### src/rtl/olist_pkg.sv
// ----------------------------------------------------------------------------
// Ordered list package
// Shared constants, codes and word types for the ordered list block.
// ----------------------------------------------------------------------------
package olist_pkg;

	// Number of entries the list can hold.
	localparam int CAPACITY = 32;

	localparam int VAL_W   = 32;
	localparam int POS_W   = 6;
	localparam int FUNC_W  = 2;
	localparam int STAT_W  = 2;
	localparam int ECNT_W  = 6;
	localparam int CNT_W   = $clog2(CAPACITY + 1);
	localparam int IDX_W   = $clog2(CAPACITY);
	localparam int CMP_W   = ((CNT_W > POS_W) ? CNT_W : POS_W) + 1;

	// Operation codes.
	localparam logic [FUNC_W-1:0] FUNC_APPEND = 2'd0;
	localparam logic [FUNC_W-1:0] FUNC_DELETE = 2'd1;
	localparam logic [FUNC_W-1:0] FUNC_DUMP   = 2'd2;

	// Status codes.
	localparam logic [STAT_W-1:0] STAT_OK     = 2'd0;
	localparam logic [STAT_W-1:0] STAT_BADPOS = 2'd1;
	localparam logic [STAT_W-1:0] STAT_FULL   = 2'd2;
	localparam logic [STAT_W-1:0] STAT_EMPTY  = 2'd3;

	// What a storage cell does in a cycle.
	typedef enum logic [1:0] {
		CELL_HOLD  = 2'd0,
		CELL_SHIFT = 2'd1,
		CELL_LOAD  = 2'd2
	} cell_op_t;

	typedef struct packed {
		logic [FUNC_W-1:0]       func;
		logic signed [VAL_W-1:0] value;
		logic [POS_W-1:0]        position;
	} olist_cmd_t;

	typedef struct packed {
		logic [STAT_W-1:0]       status;
		logic signed [VAL_W-1:0] entry_value;
		logic [ECNT_W-1:0]       entry_count;
		logic                    last;
	} olist_rsp_t;

endpackage

### src/rtl/ordered_list_delete_at_position_top.sv
// An append or a delete gives its single result word, registered, in the cycle after acceptance.
// Appends and deletes are taken in every cycle while busy is low; a dump gives one word
// per cycle, one for each entry, and holds busy after acceptance until its last word.
// The rate is set by the one output register, which the rotating cell chain feeds.
// Reset clears the entry count, the dump sequencer and the strobe; the cells are not reset.
// The receiver cannot stall: every result word is taken in the cycle it is shown.
// ----------------------------------------------------------------------------
// Ordered list with delete at position
// Bounded list of signed values in a chain of shifting cells, with append,
// delete at a 1-based position and a dump of the whole list.
// ----------------------------------------------------------------------------
module ordered_list_delete_at_position_top (
	input  logic                  clk,
	input  logic                  arst_n,
	input  logic                  start,
	input  olist_pkg::olist_cmd_t cmd,
	output logic                  busy,
	output logic                  strobe,
	output olist_pkg::olist_rsp_t rsp
);
	import olist_pkg::*;

	// Dump sequencer states.
	typedef enum logic [1:0] {
		SEQ_IDLE = 2'b01,
		SEQ_DUMP = 2'b10
	} seq_state_t;

	seq_state_t              state_q, state_d;
	logic [CNT_W-1:0]        count_q, count_d;
	logic [IDX_W-1:0]        idx_q;
	logic [IDX_W-1:0]        idx;
	logic                    strobe_q, strobe_d;
	olist_rsp_t              rsp_q, rsp_d;

	logic                    accept;
	logic                    full;
	logic                    del_ok;
	logic                    dump_go;
	logic                    dump_last;
	logic [CMP_W-1:0]        pos_ext;
	logic [CMP_W-1:0]        cnt_ext;
	logic signed [VAL_W-1:0] load_val;
	cell_op_t                cell_op [CAPACITY];
	logic signed [VAL_W-1:0] cell_val [CAPACITY];

	// The chain of cells. Each cell takes its neighbour towards the tail when
	// a gap is closed or the list is rotated; the last cell sees zero.
	for (genvar g = 0; g < CAPACITY; g++) begin : g_cell
		logic signed [VAL_W-1:0] nbr;
		if (g == CAPACITY - 1) begin : g_end
			assign nbr = '0;
		end else begin : g_mid
			assign nbr = cell_val[g + 1];
		end
		olist_cell u_cell (
			.clk      (clk),
			.op       (cell_op[g]),
			.next_val (nbr),
			.load_val (load_val),
			.val      (cell_val[g])
		);
	end

	assign busy = (state_q == SEQ_DUMP);

	always_comb begin
		accept  = start && !busy;
		full    = (count_q == CNT_W'(CAPACITY));
		pos_ext = CMP_W'(cmd.position);
		cnt_ext = CMP_W'(count_q);
		del_ok  = (cmd.position != '0) && (pos_ext <= cnt_ext);

		// A dump word leaves in the cycle a dump is accepted and in every
		// cycle of the dump state. The list rotates by one place each time,
		// so the head cell always holds the next entry, and after a full
		// pass the list is back in its original order.
		dump_go   = busy || (accept && (cmd.func == FUNC_DUMP) && (count_q != '0));
		idx       = busy ? idx_q : '0;
		dump_last = ((CNT_W'(idx) + CNT_W'(1)) == count_q);

		count_d  = count_q;
		strobe_d = 1'b0;
		rsp_d    = '0;
		load_val = cmd.value;
		state_d  = state_q;
		for (int i = 0; i < CAPACITY; i++) begin
			cell_op[i] = CELL_HOLD;
		end

		if (dump_go) begin
			strobe_d          = 1'b1;
			rsp_d.status      = STAT_OK;
			rsp_d.entry_value = cell_val[0];
			rsp_d.entry_count = ECNT_W'(count_q);
			rsp_d.last        = dump_last;
			load_val          = cell_val[0];
			state_d           = dump_last ? SEQ_IDLE : SEQ_DUMP;
			for (int i = 0; i < CAPACITY; i++) begin
				if (CMP_W'(i + 1) < cnt_ext) begin
					cell_op[i] = CELL_SHIFT;
				end else if (CMP_W'(i + 1) == cnt_ext) begin
					cell_op[i] = CELL_LOAD;
				end
			end
		end else if (accept) begin
			unique case (cmd.func)
				FUNC_APPEND: begin
					strobe_d   = 1'b1;
					rsp_d.last = 1'b1;
					if (full) begin
						rsp_d.status      = STAT_FULL;
						rsp_d.entry_count = ECNT_W'(count_q);
					end else begin
						count_d           = count_q + CNT_W'(1);
						rsp_d.status      = STAT_OK;
						rsp_d.entry_count = ECNT_W'(count_d);
						for (int i = 0; i < CAPACITY; i++) begin
							if (CMP_W'(i) == cnt_ext) begin
								cell_op[i] = CELL_LOAD;
							end
						end
					end
				end
				FUNC_DELETE: begin
					strobe_d   = 1'b1;
					rsp_d.last = 1'b1;
					if (del_ok) begin
						count_d           = count_q - CNT_W'(1);
						rsp_d.status      = STAT_OK;
						rsp_d.entry_count = ECNT_W'(count_d);
						// Cells from the deleted place to the one before the
						// tail take their neighbour, closing the gap.
						for (int i = 0; i < CAPACITY; i++) begin
							if ((CMP_W'(i + 1) >= pos_ext) && (CMP_W'(i + 1) < cnt_ext)) begin
								cell_op[i] = CELL_SHIFT;
							end
						end
					end else begin
						rsp_d.status      = STAT_BADPOS;
						rsp_d.entry_count = ECNT_W'(count_q);
					end
				end
				FUNC_DUMP: begin
					// Only an empty list reaches here; a filled one is a dump_go.
					strobe_d          = 1'b1;
					rsp_d.status      = STAT_EMPTY;
					rsp_d.entry_count = '0;
					rsp_d.last        = 1'b1;
				end
				default: begin
					// The unused operation code gives no word and changes nothing.
					strobe_d = 1'b0;
				end
			endcase
		end
	end

	always_ff @(posedge clk or negedge arst_n) begin
		if (!arst_n) begin
			state_q  <= SEQ_IDLE;
			count_q  <= '0;
			idx_q    <= '0;
			strobe_q <= 1'b0;
		end else begin
			state_q  <= state_d;
			count_q  <= count_d;
			strobe_q <= strobe_d;
			if (dump_go) begin
				idx_q <= idx + IDX_W'(1);
			end
		end
	end

	// The result payload needs no reset; the strobe qualifies it.
	always_ff @(posedge clk) begin
		rsp_q <= rsp_d;
	end

	assign strobe = strobe_q;
	assign rsp    = rsp_q;

	// While a dump runs, a word was produced in the cycle before.
	a_dump_strobe: assert property (@(posedge clk) disable iff (!arst_n)
		busy |-> strobe)
		else $error("dump in progress without a result word");

	// A word that is not the last of its item only appears within a dump.
	a_notlast_busy: assert property (@(posedge clk) disable iff (!arst_n)
		(strobe && !rsp.last) |-> busy)
		else $error("non-final word outside a dump");

	// The entry count never passes the capacity.
	a_count_bound: assert property (@(posedge clk) disable iff (!arst_n)
		count_q <= CNT_W'(CAPACITY))
		else $error("entry count above capacity");

	// A list-full word is only given when the list really is full.
	a_full_status: assert property (@(posedge clk) disable iff (!arst_n)
		(strobe && (rsp.status == STAT_FULL)) |-> full)
		else $error("full status on a list with room");

	// The count moves by at most one per cycle and never during a dump.
	a_count_dump: assert property (@(posedge clk) disable iff (!arst_n)
		busy |=> $stable(count_q))
		else $error("entry count changed during a dump");

endmodule

### src/rtl/olist_cell.sv
// ----------------------------------------------------------------------------
// Ordered list storage cell
// Holds one entry; keeps it, takes its neighbour's entry or loads a new one.
// ----------------------------------------------------------------------------
module olist_cell (
	input  logic                            clk,
	input  olist_pkg::cell_op_t             op,
	input  logic signed [olist_pkg::VAL_W-1:0] next_val,
	input  logic signed [olist_pkg::VAL_W-1:0] load_val,
	output logic signed [olist_pkg::VAL_W-1:0] val
);
	import olist_pkg::*;

	logic signed [VAL_W-1:0] val_q;

	always_ff @(posedge clk) begin
		unique case (op)
			CELL_SHIFT: val_q <= next_val;
			CELL_LOAD:  val_q <= load_val;
			default:    val_q <= val_q;
		endcase
	end

	assign val = val_q;

endmodule
### config.mk
export PLATFORM = sky130hd
export DESIGN_NAME = ordered_list_delete_at_position_top
export DESIGN_NICKNAME = d
export VERILOG_FILES = /design/src/rtl/olist_pkg.sv /design/src/rtl/ordered_list_delete_at_position_top.sv /design/src/rtl/olist_cell.sv
export SDC_FILE = /design/constraint.sdc
export NUM_CORES = 2
export LEC_CHECK = 0
export BUFFER_PORTS_ARGS = -buffer_cell sky130_fd_sc_hd__buf_4
export CAP_MARGIN = 20
export CORE_MARGIN = 3
export CORE_UTILIZATION = 55
export DETAILED_ROUTE_END_ITERATION = 12
export HOLD_SLACK_MARGIN = 0.1
export PLACE_DENSITY = 0.71
export SETUP_SLACK_MARGIN = 0.2
export SLEW_MARGIN = 25
export SYNTH_ARGS = -nofsm -noshare
export SYNTH_HDL_FRONTEND = slang
export SYNTH_SLANG_ARGS = --single-unit
### constraint.sdc
create_clock -name clk -period 5.6 [get_ports clk]
set_input_delay 0.28 -clock clk [delete_from_list [all_inputs] [get_ports clk]]
set_output_delay 0.28 -clock clk [all_outputs]
set_load 0.005 [all_outputs]
==> run summary <==
Fill cells in the final layout number 6229. The number of antenna diodes in the final layout is 0. The total routing usage reported by global routing is 0.259.

The maximum VDD drop is 0.461 mV. The number of distinct standard cells referenced by the synthesized netlist is 65. The share of the clock period used by the worst path came out at 0.793. The data required time at the worst endpoint came out at 6.07 ns.

The detailed placement HPWL is 68800 µm. In this run the power spent charging and discharging nets is 12800 µW. The cell at the slowest stage of the critical path is dfrtp_1. The maximum count of clock buffers along a single path came out at 3. For this design the ratio of total power to cell area is 686 nW/µm². The via density per instance came out at 5.86. The clock skew is 0.0349 ns. The synthesized flop and latch total came out at 1079. Walking the worst path, the cells encountered are inv_1 -> ha_1 -> nor3b_4 -> nand2_1 -> a31oi_4 -> buf_4 -> nand2_1 -> o211ai_1 -> ha_2 -> buf_4 -> nor2_1 -> a21oi_1.

At the pin with the least slew margin, the transition time is 1.02 ns. The commonest non-fill, non-tap cell in the layout is nor2_1. The combined buffer and inverter count along the critical path is 3. The post-synthesis to final-layout area growth came out at 11.9%. After synthesis, the share of flip-flops with an asynchronous set or reset is 0.0130. The maximum operating frequency came out at 225 MHz.

The count of final hold-check violations is 0. The worst setup path is captured at a register. Of the cells placed in the final design, the portion with a size suffix greater than 1 is 0.109.

In this run the worst path has a maximum fanout of 64. The final setup violation count is 0. The die outline area is 85900 µm².

The number of violations of the max-capacitance limit is 0. The global-route track usage on met3 is 0.0452. The synthesized design contains 1024 enable-type register cells. The remaining antenna violation count after routing came out at 0. Detailed routing inserted a total of 29600 vias. The number of antenna violations at the first check in global routing is 0. 86 I/O pins were placed. The met1 usage came out at 0.357.

After floorplanning, the core was sized to cover 81100 µm². The tree is rooted in a clkbuf_16. The setup TNS after final layout is 0 ns. Internal power comes to 22000 µW.

The clock-pin slew of the registers on the worst-case setup and hold paths came out at 0.07 ns. The first-pass iteration count of the detailed router came out at 6. The area of placed instances came out at 47200 µm². STA classifies the critical path startpoint as a register. The via count of the first global-routing pass is 28400. The wire length of the first global-routing pass is 171000 µm.

For this run, the slowest stage of the critical path takes 0.55 ns. The post-route cell area came out at 50700 µm². The largest net degree at the start of global routing is 65. The worst pin sits at a relative slew slack of 0.322. At the end of routability-driven placement, the weighted congestion stood at 0.919. The clock latency on the worst-skew pair came out at 0.69 ns. The worst hold slack is 0.139 ns. After detailed routing, the average wire length per cell comes to 22.0 µm. The residual overflow from global routing came out at 0. The maximum level of the CTS H-tree came out at 3. Setup repair after global routing left no endpoint under its margin. Of the total power, the share spent switching nets is 0.368. The arrival time of the worst setup path came out at 4.91 ns. In this run the most used layer during global routing was met2. The average cell area after synthesis is 11.6 µm². The total clock buffers created by CTS came out at 107. The detailed router finished its first iteration with 2855 violations. Synthesis produced 3916 cells. The share of total power dissipated in the clock network is 0.199. The final wirelength is 111000 µm. In the synthesized netlist the dominant register cell turns out to be edfxtp_1. TritonCTS built the clock tree.

Of the total power, combinational logic draws 0.324. The count of buffers from port buffering is 85. The clock period minus worst slack is 4.44 ns. During synthesis, Yosys emitted a total of 0 warnings. The tree built by TritonCTS fans out to 1079 sinks. The cell area that synthesis handed to floorplanning was 45300 µm². In the layout the commonest cells are nor2_1, edfxtp_1, a21oi_1. The met2 usage in global routing came out at 0.423. The kind of critical path is reg -> reg. The starting utilization of the core area came out at 0.559.

The path class of the tightest hold or removal check is in -> reg. The die is 293 µm tall. The cell family with the largest share of critical-path delay is buffers and inverters.

Of the synthesized area, sequential elements account for 0.704. The row count is 104. At the end of the flow, the number of nets in the layout was 3985. The share of total power dissipated in sequential elements is 0.477. The flow ran to the end, and the final reports show no timing, DRC or antenna violations. The final routed DRC violation total came out at 0. Synthesis produced a netlist with a net count of 4004.

The die width came out at 293 µm. For this design the static power due to leakage is 0.0192 µW. The count of pins over their slew limit is 0.
==> state kept, by name, indices dropped and copies added, names as in the netlist <==
| name | flops |
|---|---|
| strobe | 1 |
| g_cell.u_cell.val | 1024 |
| rsp | 41 |
| state_q | 2 |
| idx_q | 5 |
| count_q | 6 |
==> cell families (layout without fill, tap and decap cells) <==
| family | count (synthesis) | count (layout) | share of synthesized area |
|---|---|---|---|
| simple gates | 1238 | 1238 | 0.110 |
| compound gates | 1144 | 1144 | 0.134 |
| flops | 1079 | 1079 | 0.704 |
| buf+inv | 397 | 463 | 0.0373 |
| fa+ha+maj | 45 | 45 | 0.0124 |
| xor+xnor | 10 | 10 | 0.00193 |
| mux | 3 | 3 | 0.000717 |
==> cell usage after synthesis, drive strengths merged, types with 3 or more instances <==
| library cell | count | share of area |
|---|---|---|
| nor2 | 1052 | 0.087 |
| a21oi | 1050 | 0.12 |
| edfxtp | 1024 | 0.68 |
| clkbuf | 209 | 0.017 |
| buf | 145 | 0.016 |
| ha | 45 | 0.012 |
| nand2 | 42 | 0.0035 |
| dfxtp | 41 | 0.018 |
| inv | 41 | 0.0034 |
| and2 | 37 | 0.0051 |
| nor2b | 33 | 0.0046 |
| o21ai | 25 | 0.0029 |
| nor3 | 24 | 0.0026 |
| nand3 | 18 | 0.0020 |
| dfrtp | 13 | 0.0072 |
| o211ai | 8 | 0.0013 |
| a31oi | 7 | 0.0013 |
| nand2b | 7 | 0.00097 |
| o22ai | 7 | 0.00097 |
| xnor2 | 7 | 0.0014 |
| o21a | 6 | 0.00099 |
| o221ai | 6 | 0.0012 |
| a22oi | 5 | 0.00083 |
| a21o | 4 | 0.00066 |
| a32oi | 4 | 0.00077 |
| o32ai | 4 | 0.00077 |
| or2 | 4 | 0.00055 |
| or3 | 4 | 0.00055 |
| a211oi | 3 | 0.00050 |
| nor3b | 3 | 0.00075 |
| o2bb2ai | 3 | 0.00058 |
| xor2 | 3 | 0.00058 |
==> per-layer routing <==
metal	wire [µm]	up-vias
met2	53000	1110
met5	0	-
met4	3990	0
met1	45900	14300
met3	8230	227
li1	-	13900
==> power by group through the flow <==
stage          logic (µW)  clock network (µW)  registers, µW
2_1_floorplan        6790                   0          16300
3_3_place_gp        10900                   0          16700
3_5_place_dp        11200                   0          16800
4_1_cts             11300                7030          16700
5_1_grt             12400                7290          17000
6_report            11300                6920          16600
==> per-stage QoR <==
step / utilization / total power [µW] / cells / setup slack, ns
final: 0.626 / 34800 / 5042 / 1.16
after global routing: 0.626 / 36700 / 5042 / 0.882
after CTS: 0.626 / 35000 / 5042 / 1.19
after detailed placement: 0.582 / 27900 / 4830 / 1.22
after global placement: 0.582 / 27600 / 4830 / 1.20
after floorplan: - / 23100 / 3916 / 1.69
==> what timing repair did <==
item,4_1_cts,5_1_grt
resized for setup,0,0
endpoints found under the hold margin,64,0
hold buffers,18,0
setup buffers,0,0
==> area by class of cell <==
| class | instances | area [µm²] | area share |
|---|---|---|---|
| clock buffers | 138 | 2850 | 0.0562 |
| clock inverters | 56 | 493 | 0.00972 |
| inverters | 43 | 161 | 0.00318 |
| multi-input cells | 2440 | 12100 | 0.238 |
| flip-flops and latches | 1079 | 31900 | 0.629 |
| well taps | 1060 | 1330 | 0.0261 |
| repair buffers | 226 | 1900 | 0.0375 |
==> path summary, 6_finish.rpt <==
path / end / startpoint / slack (ns) / depth (start not counted)
min in group asynchronous: state_q[0] / arst_n / 0.66 / 3
max: g_cell[7].u_cell.val[10] / count_q[1] / 1.16 / 12
min: g_cell[31].u_cell.val[1] / cmd[7] / 0.14 / 3
max reg2reg: g_cell[7].u_cell.val[10] / count_q[1] / 1.16 / 12
min reg2reg: state_q[1] / state_q[1] / 0.52 / 1
max in group asynchronous: idx_q[3] / arst_n / 3.84 / 4
==> worst register-to-register path: stages (launching register included) <==
cell and delay (ns):
dfrtp_1 0.55, inv_1 0.21, ha_1 0.47, nor3b_4 0.43, nand2_1 0.26, a31oi_4 0.32, buf_4 0.47, nand2_1 0.17
o211ai_1 0.27, ha_2 0.21, buf_4 0.48, nor2_1 0.16, a21oi_1 0.25
No activity file was read; power rests on OpenSTA's default activity.
